===== config.mk =====
export PLATFORM = sky130hd
export DESIGN_NAME = pcr_fifo
export DESIGN_NICKNAME = d
export VERILOG_FILES = /design/src/hdl/pcr_pkg.sv /design/src/hdl/pcr_fifo.sv
export SDC_FILE = /design/constraint.sdc
export NUM_CORES = 1
export LEC_CHECK = 0
export ABC_AREA = 1
export BUFFER_PORTS_ARGS = -buffer_cell sky130_fd_sc_hd__clkbuf_2
export CORE_MARGIN = 2
export CORE_UTILIZATION = 56
export CTS_CLUSTER_DIAMETER = 100
export DETAILED_ROUTE_END_ITERATION = 6
export PLACE_DENSITY_LB_ADDON = 0.25
export SLEW_MARGIN = 20
export SYNTH_ARGS = -nofsm -noshare
export SYNTH_HDL_FRONTEND = slang
export SYNTH_SLANG_ARGS = --single-unit

===== constraint.sdc =====
create_clock -name clk_i -period 8.1 [get_ports clk_i]
set_input_delay 0.405 -clock clk_i [delete_from_list [all_inputs] [get_ports clk_i]]
set_output_delay 0.405 -clock clk_i [all_outputs]
set_load 0.02 [all_outputs]

===== src/hdl/pcr_pkg.sv =====
package pcr_pkg;

  localparam int BISECT_STEPS = 22;
  localparam int CORDIC_ITERS = 17;
  localparam int QUEUE_DEPTH  = 2;
  localparam int MAX_RESULTS  = 64;

  localparam logic [23:0] FRAC_ONE  = 24'h80_0000;
  localparam logic [23:0] FRAC_HALF = 24'h40_0000;
  localparam logic signed [19:0] QUARTER_TURN = 20'sd102944;
  localparam logic signed [15:0] HEADING_LIMIT = 16'sd25736;

  // configuration register indexes
  localparam logic REG_CHORD_LENGTH  = 1'b0;
  localparam logic REG_MAX_PER_POINT = 1'b1;

  // one queued point, start marks the opening point of a polyline
  typedef struct packed {
    logic signed [31:0] x;
    logic signed [31:0] y;
    logic               start;
  } item_t;

  typedef struct packed {
    logic               truncated;
    logic               last;
    logic signed [16:0] heading_change;
    logic signed [31:0] start_y;
    logic signed [31:0] start_x;
  } result_t;

  // arctangent of 2^-i in Q16 radians
  function automatic logic signed [19:0] atan_q16(input logic [4:0] i);
    logic signed [19:0] r;
    unique case (i)
      5'd0:  r = 20'sd51472;
      5'd1:  r = 20'sd30386;
      5'd2:  r = 20'sd16055;
      5'd3:  r = 20'sd8150;
      5'd4:  r = 20'sd4091;
      5'd5:  r = 20'sd2047;
      5'd6:  r = 20'sd1024;
      5'd7:  r = 20'sd512;
      5'd8:  r = 20'sd256;
      5'd9:  r = 20'sd128;
      5'd10: r = 20'sd64;
      5'd11: r = 20'sd32;
      5'd12: r = 20'sd16;
      5'd13: r = 20'sd8;
      5'd14: r = 20'sd4;
      5'd15: r = 20'sd2;
      5'd16: r = 20'sd1;
      default: r = 20'sd0;
    endcase
    return r;
  endfunction

endpackage


===== src/hdl/pcr_fifo.sv =====
module pcr_fifo #(
  parameter int Depth = pcr_pkg::QUEUE_DEPTH
) (
  input  logic            clk_i,
  input  logic            rst_ni,
  input  logic            push_i,
  input  pcr_pkg::item_t  item_i,
  output logic            full_o,
  input  logic            pop_i,
  output logic            valid_o,
  output pcr_pkg::item_t  item_o
);

  localparam int PtrW = (Depth > 1) ? $clog2(Depth) : 1;

  pcr_pkg::item_t        mem_q [Depth];
  logic [PtrW-1:0]       wr_q, rd_q;
  logic [$clog2(Depth+1)-1:0] cnt_q;

  assign full_o  = (cnt_q == ($clog2(Depth+1))'(Depth));
  assign valid_o = (cnt_q != '0);
  assign item_o  = mem_q[rd_q];

  // storage
  always_ff @(posedge clk_i) begin
    if (push_i) begin
      mem_q[wr_q] <= item_i;
    end
  end

  // pointers and fill count
  always_ff @(posedge clk_i or negedge rst_ni) begin
    if (!rst_ni) begin
      wr_q  <= '0;
      rd_q  <= '0;
      cnt_q <= '0;
    end else begin
      if (push_i) begin
        wr_q <= (wr_q == PtrW'(Depth - 1)) ? '0 : wr_q + 1'b1;
      end
      if (pop_i) begin
        rd_q <= (rd_q == PtrW'(Depth - 1)) ? '0 : rd_q + 1'b1;
      end
      if (push_i && !pop_i) begin
        cnt_q <= cnt_q + 1'b1;
      end else if (!push_i && pop_i) begin
        cnt_q <= cnt_q - 1'b1;
      end
    end
  end

endmodule


# Word level (Yosys, flattened, before mapping)
# Memories as Yosys holds them, arrays and structs flattened.
# Index checks and enable logic that the tools add are counted.
word_totals:
  latchBits: 0
  n_memories: 1
  mem_bits_ro: 0
  mem_bits_rw: 130
  output_inout_bits: 67
  ff_bits: 4
  wordCells: 21
memory_table:
  columns: ["name", "depth", "width", "read_ports", "rd_ports_with_merged_regs", "wr", "line_no", "text"]
  rows:
  - ["mem_q", 2, 65, 1, 0, 1, "pcr_fifo.sv:16", "pcr_pkg::item_t mem_q [Depth];"]
op_classes:
  mul: 0
  magnitude_cmp: 0
  bitwise: 0
  n_eq_ne: 1
  shift: 0
  addsub: 4
  div_mod_pow: 0
  reduce_logical: 6
  mux: 6
op_table:
  columns: ["operator", "n"]
  rows:
  - ["$mux 1", 4]
  - ["$mux 2", 2]
  - ["$reduce_bool 2->1", 2]
  - ["$add 1x1->1 const B", 2]
  - ["$add 2x1->2 const B", 1]
  - ["$eq 2x2->1 const B", 1]
  - ["$logic_and 1x1->1", 2]
  - ["$logic_not 1->1", 2]
  - ["$sub 2x1->2 const B", 1]

# Longest topological paths before layout
# Gate-level depths: netlist (run 1).
logic_depth:
  depth_word: 4
  mapped_depth: 7

# Worst setup path after synthesis (run 1)
# No wires, ideal clock.
synth_path:
  path_kind: "input-to-reg"
  from: "input push_i"
  to: "memory mem_q[0][0] in the netlist's numbering (enable)"
  t_arrival_ps: 3171
  required_time_ps: 7610
  stages: 2
  slack_ps: 4439
  setup_ps: 490
  path_buffers: 0
  cell_sequence: "inv_1 nor2_1"
synth_via:
  elab_chain_len: 2
synth_lines:
  columns: ["item", "line_no", "text"]
  rows:
  - ["start: declaration", "pcr_fifo.sv:6", "input logic push_i,"]
  - ["$mux 1", "pcr_fifo.sv:26", "if (push_i) begin"]
  - ["$mux 1 (implied by the code)", "pcr_fifo.sv:27", "mem_q[wr_q] <= item_i;"]
  - ["end: declaration", "pcr_fifo.sv:16", null]
# No other way between the ends.

==> flow_summary.json, run 1 <==
{
  "wl_per_cell_um": 17.1,
  "outcome": "complete, no violations",
  "period_share": 0.332,
  "drcViolationCount": 0,
  "clockRootBuffer": "clkbuf_8",
  "fmax_mhz": 371,
  "grt-busiest-layer": "met2",
  "use_met2": 0.294,
  "dieWidth_um": 99.0,
  "setup-tns-final_ns": 0,
  "routed_wl_um": 8500,
  "overflow": 0,
  "cp_max_fo": 66,
  "crit_type": "register to output port",
  "layout_min_cycle_time_ns": 2.69,
  "worstPathRequired_ns": 7.70,
  "mappedNetlistNets": 297,
  "area_growth_pct": 27.8,
  "viasPerCell": 5.07,
  "hold_end": "mem_q[1][46]",
  "syn_avg_cell_area_um2": 22.3,
  "gr-usage-met3": 0.0809,
  "drv_cap": 0,
  "dieHeight_um": 99.0,
  "cts_tree": "done",
  "drive_gt1_frac": 0.600,
  "hold_start": "item_i[46]",
  "ioPinCount": 136,
  "core-area_um2": 8720,
  "synth.distinct_cells": 14,
  "first_pass_iters": 4,
  "postSynth.asyncResetShare": 0.0299,
  "dp_slack_ns": 5.92,
  "yosysTopAreaCellShare": 0.772,
  "rsz0062_at_grt": "false",
  "synth.most_common_cell": "edfxtp_1",
  "grt_max_degree": 67,
  "ctsLongestPathBuffers": 2,
  "via_count": 2526,
  "gp_congestion": 0.707,
  "yosys.area.top_type": "edfxtp_1",
  "antenna_cells": 0,
  "clk_pin_slew_ns": 0.06,
  "worstPathArrival_ns": 2.29,
  "grtUsageMet1": 0.203,
  "finalInstanceArea_um2": 6460,
  "end_kind": "output port",
  "irDropWorstVdd_mv": 0.311,
  "grt_pass1_vias": 2637,
  "power.leakage_nw": 2.64,
  "io_buffers": 135,
  "numCtsBuffers": 17,
  "ys_warn_count": 0,
  "r2r-start": "wr_q",
  "reg2reg_depth": 2,
  "synth_area_um2": 5060,
  "synth_common_cells": "130 x edfxtp_1, 40 x mux2_4, 25 x mux2_2, 7 x inv_1, 6 x nand2_1",
  "worstMarginPinSlew_ns": 1.10,
  "critPathLaunchType": "register",
  "clkSinkCount": 134,
  "gr-usage-all-layers": 0.177,
  "syn_inst": 227,
  "drtAntennaViolNets": 0,
  "slew_violations": 0,
  "finalSetupViolations": 0,
  "fin_nets": 447,
  "synthFlopType": "edfxtp_1",
  "finClkSkew_ns": 0.00529,
  "setup_slack_ns": 5.41,
  "timing.rr.end": "mem_q[0][17]",
  "dpl-instance-area_um2": 5830,
  "hp-class": "input pin to register",
  "antenna_found_initial": 0,
  "post_cts_buffers": 0,
  "dieArea_um2": 9810,
  "max-slew-margin-rel": 0.264,
  "p_per_area_nw_per_um2": 390,
  "num_rows": 34,
  "rrSetupSlack_ns": 6.23,
  "hold_viol_final": 0,
  "grt_pass1_wl_um": 12800,
  "cts.htree.levels": 4,
  "clk_latency_ns": 0.49,
  "hold_path_depth": 1,
  "start_util": 0.580,
  "synth-edff-count": 130,
  "ys_ff_latch": 134,
  "ys_seq_area_frac": 0.791,
  "first_iter_violations": 86,
  "synthTopCellsByArea": "edfxtp_1 77%, mux2_4 12%, mux2_2 5.6%"
}
## area by class of cell
type,instances,area (um^2)
Clock buffer,19,422
Clock inverter,13,204
Fill cell,546,2260
Inverter,7,26.3
Multi-Input combinational cell,79,970
Sequential cell,134,4010
Tap cell,108,135
Timing Repair Buffer,138,701
## cells by family after synthesis
logic type / Yosys count / synth area share
xor+xnor: 3 / 0.00520
fa+ha+maj: 1 / 0.00247
buf+inv: 14 / 0.0183
flops: 134 / 0.791
mux: 65 / 0.174
simple gates: 10 / 0.00816
## power breakdown
part / total [W] / leakage, nW / internal, W / switching [W]
registers: 0.00104 / 1.27 / 0.000923 / 0.000116
logic: 0.000688 / 1.08 / 0.000322 / 0.000366
clock network: 0.000797 / 0.296 / 0.000530 / 0.000267
## what timing repair did
action | CTS | global route
gates resized for setup | 0 | 0
hold buffers | 1 | 0
endpoints found under the hold margin | 4 | 0
## metrics by stage
stage	std cells	hold WS [ns]	util	total power [W]
after CTS	498	0.0692	0.741	0.00255
after global routing	498	0.0603	0.741	0.00263
final	498	0.0907	0.741	0.00252
after floorplan	227	0.109	-	0.00155
after detailed placement	465	0.217	0.668	0.00175
after global placement	465	0.217	0.668	0.00173
## critical path, cell delays in order, from the launching register on
cell and delay (ns):
dfrtp_4 1.15, mux2_2 0.44, clkbuf_2 0.16
## worst max-delay path by stage
| stage | startpoint | to | slack (ns) | cells after the start |
|---|---|---|---|---|
| 4_1_cts | rd_q | item_o[62] | 5.37 | 2 |
| 2_1_floorplan | push_i | mem_q[0][0] | 4.44 | 2 |
| 6_report | rd_q | item_o[49] | 5.41 | 2 |
| 5_1_grt | rd_q | item_o[51] | 5.31 | 2 |
| 3_3_place_gp | rd_q | item_o[49] | 5.91 | 2 |
| 3_5_place_dp | rd_q | item_o[62] | 5.92 | 2 |
## flip-flops by register name, indices dropped and copies added (netlist names)
name and count:
wr_q 1, rd_q 1, mem_q 130, cnt_q 2
## metal layers
layer,up-vias,wire [um]
li1,1191,-
met1,1213,3360
met2,109,4340
met3,13,666
met4,0,127
met5,-,0
## placed cells by master, fill, tap and decap left out, types with 2 or more instances in the layout
cell type,count
buf_4,2
dfrtp_1,3
clkinvlp_4,3
xor2_1,2
clkinv_2,2
nand2_1,6
clkbuf_2,135
mux2_2,25
clkbuf_1,2
clkbuf_16,16
inv_1,6
mux2_4,40
edfxtp_1,130
bufinv_16,5
Note: power is estimated with default switching activity, not from simulation.
==> inputs of run 2 (changes only) <==
--- a/config.mk
+++ b/config.mk
@@ -8,7 +8,7 @@
 export ABC_AREA = 1
 export BUFFER_PORTS_ARGS = -buffer_cell sky130_fd_sc_hd__clkbuf_2
 export CORE_MARGIN = 2
-export CORE_UTILIZATION = 56
+export CORE_UTILIZATION = 47
 export CTS_CLUSTER_DIAMETER = 100
 export DETAILED_ROUTE_END_ITERATION = 6
 export PLACE_DENSITY_LB_ADDON = 0.25
==> constraint.sdc (replaced) <==
create_clock -name clk_i -period 2.37 [get_ports clk_i]
set_input_delay 0.1185 -clock clk_i [delete_from_list [all_inputs] [get_ports clk_i]]
set_output_delay 0.1185 -clock clk_i [all_outputs]
set_load 0.02 [all_outputs]
==> run 2 against run 1 <==
Count of clock-buffer cells in the layout did not move. Die area rose by 18%. Register-to-register slack got worse by 5.2 ns. Wire length rose by 6.7%. Combinational power rose to 3.9 times the previous value. Largest cell class unchanged.
==> flow_summary.json, run 2 (synthesis gave the netlist of run 1 again) <==
{
  "outcome": "complete, no violations",
  "first_iter_violations": 144,
  "start_util": 0.488,
  "layout_min_cycle_time_ns": 2.13,
  "routed_wl_um": 9060,
  "post_cts_buffers": 0,
  "num_rows": 37,
  "ctsHoldBuffers": 69,
  "cp_max_fo": 36,
  "fin_util": 0.693,
  "gp_congestion": 0.711,
  "drcViolationCount": 0,
  "numCtsBuffers": 17,
  "ioPinCount": 136,
  "irDropWorstVdd_mv": 0.624,
  "antenna_found_initial": 0,
  "antenna_cells": 0,
  "mostFrequentLayoutCell": "clkbuf_2",
  "dp_hpwl_um": 5320,
  "via_count": 2837,
  "fmax_mhz": 469,
  "p_per_area_nw_per_um2": 1200,
  "clkSinkCount": 134,
  "grt_max_degree": 37,
  "fin_nets": 520,
  "cts_tree": "done",
  "hold_viol_final": 0,
  "setup-tns-final_ns": 0,
  "fillerInstances": 697,
  "drtAntennaViolNets": 0,
  "overflow": 0,
  "finalSetupViolations": 0,
  "clockRootBuffer": "clkbuf_8",
  "grt_pass1_vias": 2972,
  "worstMarginPinSlew_ns": 0.495,
  "end_kind": "output port",
  "largest_reg_flops": 130,
  "slew_violations": 0,
  "regMostFlops": "mem_q",
  "clk_pin_slew_ns": 0.06,
  "finClkSkew_ns": 0.00415,
  "r2r-start": "wr_q",
  "critPathLaunchType": "register",
  "cts.htree.levels": 4,
  "worstPathRequired_ns": 2.25,
  "hold_start": "item_i[40]",
  "rsz0062_at_grt": "false",
  "wl_per_cell_um": 15.1,
  "gr-usage-all-layers": 0.166,
  "clk_latency_ns": 0.51,
  "multiInputGateArea_um2": 970,
  "dieWidth_um": 108,
  "hp-class": "input pin to register",
  "dieHeight_um": 108,
  "worstPathArrival_ns": 2.01,
  "final-seq-area_um2": 4010,
  "power.leakage_nw": 2.94,
  "io_buffers": 135,
  "drive_gt1_frac": 0.508,
  "grt_pass1_wl_um": 14200,
  "ctsLongestPathBuffers": 2,
  "cts_resized": 0,
  "first_pass_iters": 4,
  "max-slew-margin-rel": 0.670,
  "crit_type": "register to output port",
  "period_share": 0.899,
  "top_regs": "mem_q: 130 flops, cnt_q: 2 flops",
  "cp-startpoint": "rd_q",
  "dieArea_um2": 11600,
  "viasPerCell": 4.74,
  "mostFrequentLayoutCells": "135 x clkbuf_2, 130 x edfxtp_1, 69 x dlygate4sd3_1",
  "area_growth_pct": 42.1,
  "core-area_um2": 10400,
  "drv_cap": 0
}
-- run 2: cell types whose count changed in the layout (fill, tap and decap cells not counted), sizes merged --
| cell | before | now |
|---|---|---|
| clkinvlp | 3 | 1 |
| clkinv | 4 | 8 |
| inv | 8 | 7 |
| bufinv | 5 | 4 |
| dlygate4sd3 | 1 | 69 |
| buf | 2 | 7 |
-- run 2: per-stage QoR --
| stage | total power (W) | cell area, um^2 | std cells | hold WS (ns) | setup WS (ns) |
|---|---|---|---|---|---|
| 6_report | 0.00861 | 7190 | 599 | 0.339 | 0.239 |
| 5_1_grt | 0.00899 | 7190 | 599 | 0.333 | 0.150 |
| 4_1_cts | 0.00870 | 7190 | 599 | 0.314 | 0.199 |
| 3_5_place_dp | 0.00603 | 5910 | 498 | -0.0609 | 0.744 |
| 3_3_place_gp | 0.00600 | 5910 | 498 | -0.0669 | 0.767 |
| 2_1_floorplan | 0.00529 | 5070 | 227 | -0.177 | 0.218 |
-- run 2: cell type report --
cell class | count | area share
Multi-Input combinational cell | 79 | 0.135
Timing Repair Buffer | 211 | 0.199
Sequential cell | 134 | 0.558
Clock buffer | 19 | 0.0587
Tap cell | 136 | 0.0237
Clock inverter | 13 | 0.0225
Inverter | 7 | 0.00366
-- run 2: final timing paths --
path,endpoint,depth (start not counted),slack (ns)
max in group asynchronous,rd_q,3,1.62
worst min register to register,cnt_q[1],2,0.48
min in group asynchronous,cnt_q[0],3,0.54
worst min-delay path,mem_q[1][40],2,0.34
worst max-delay path,item_o[42],3,0.24
worst max register to register,mem_q[1][4],3,1.01
-- run 2: critical path: stages (launching register included) --
cell and delay (ns):
dfrtp_4 0.64, buf_12 0.30, mux2_2 0.38, clkbuf_2 0.16
-- run 2: per-layer routing --
metal	GRT usage	part of all wire	wire (um)
met1	0.204	0.42	3810
met2	0.271	0.50	4510
met3	0.0460	0.066	600
met4	0.0778	0.016	141
met5	0	0	0
-- run 2: report_power, final --
| part | switching (W) | leakage (nW) | internal [W] |
|---|---|---|---|
| clock | 0.000882 | 0.283 | 0.00168 |
| sequential | 0.000202 | 1.27 | 0.00315 |
| combinational | 0.00148 | 1.39 | 0.00121 |
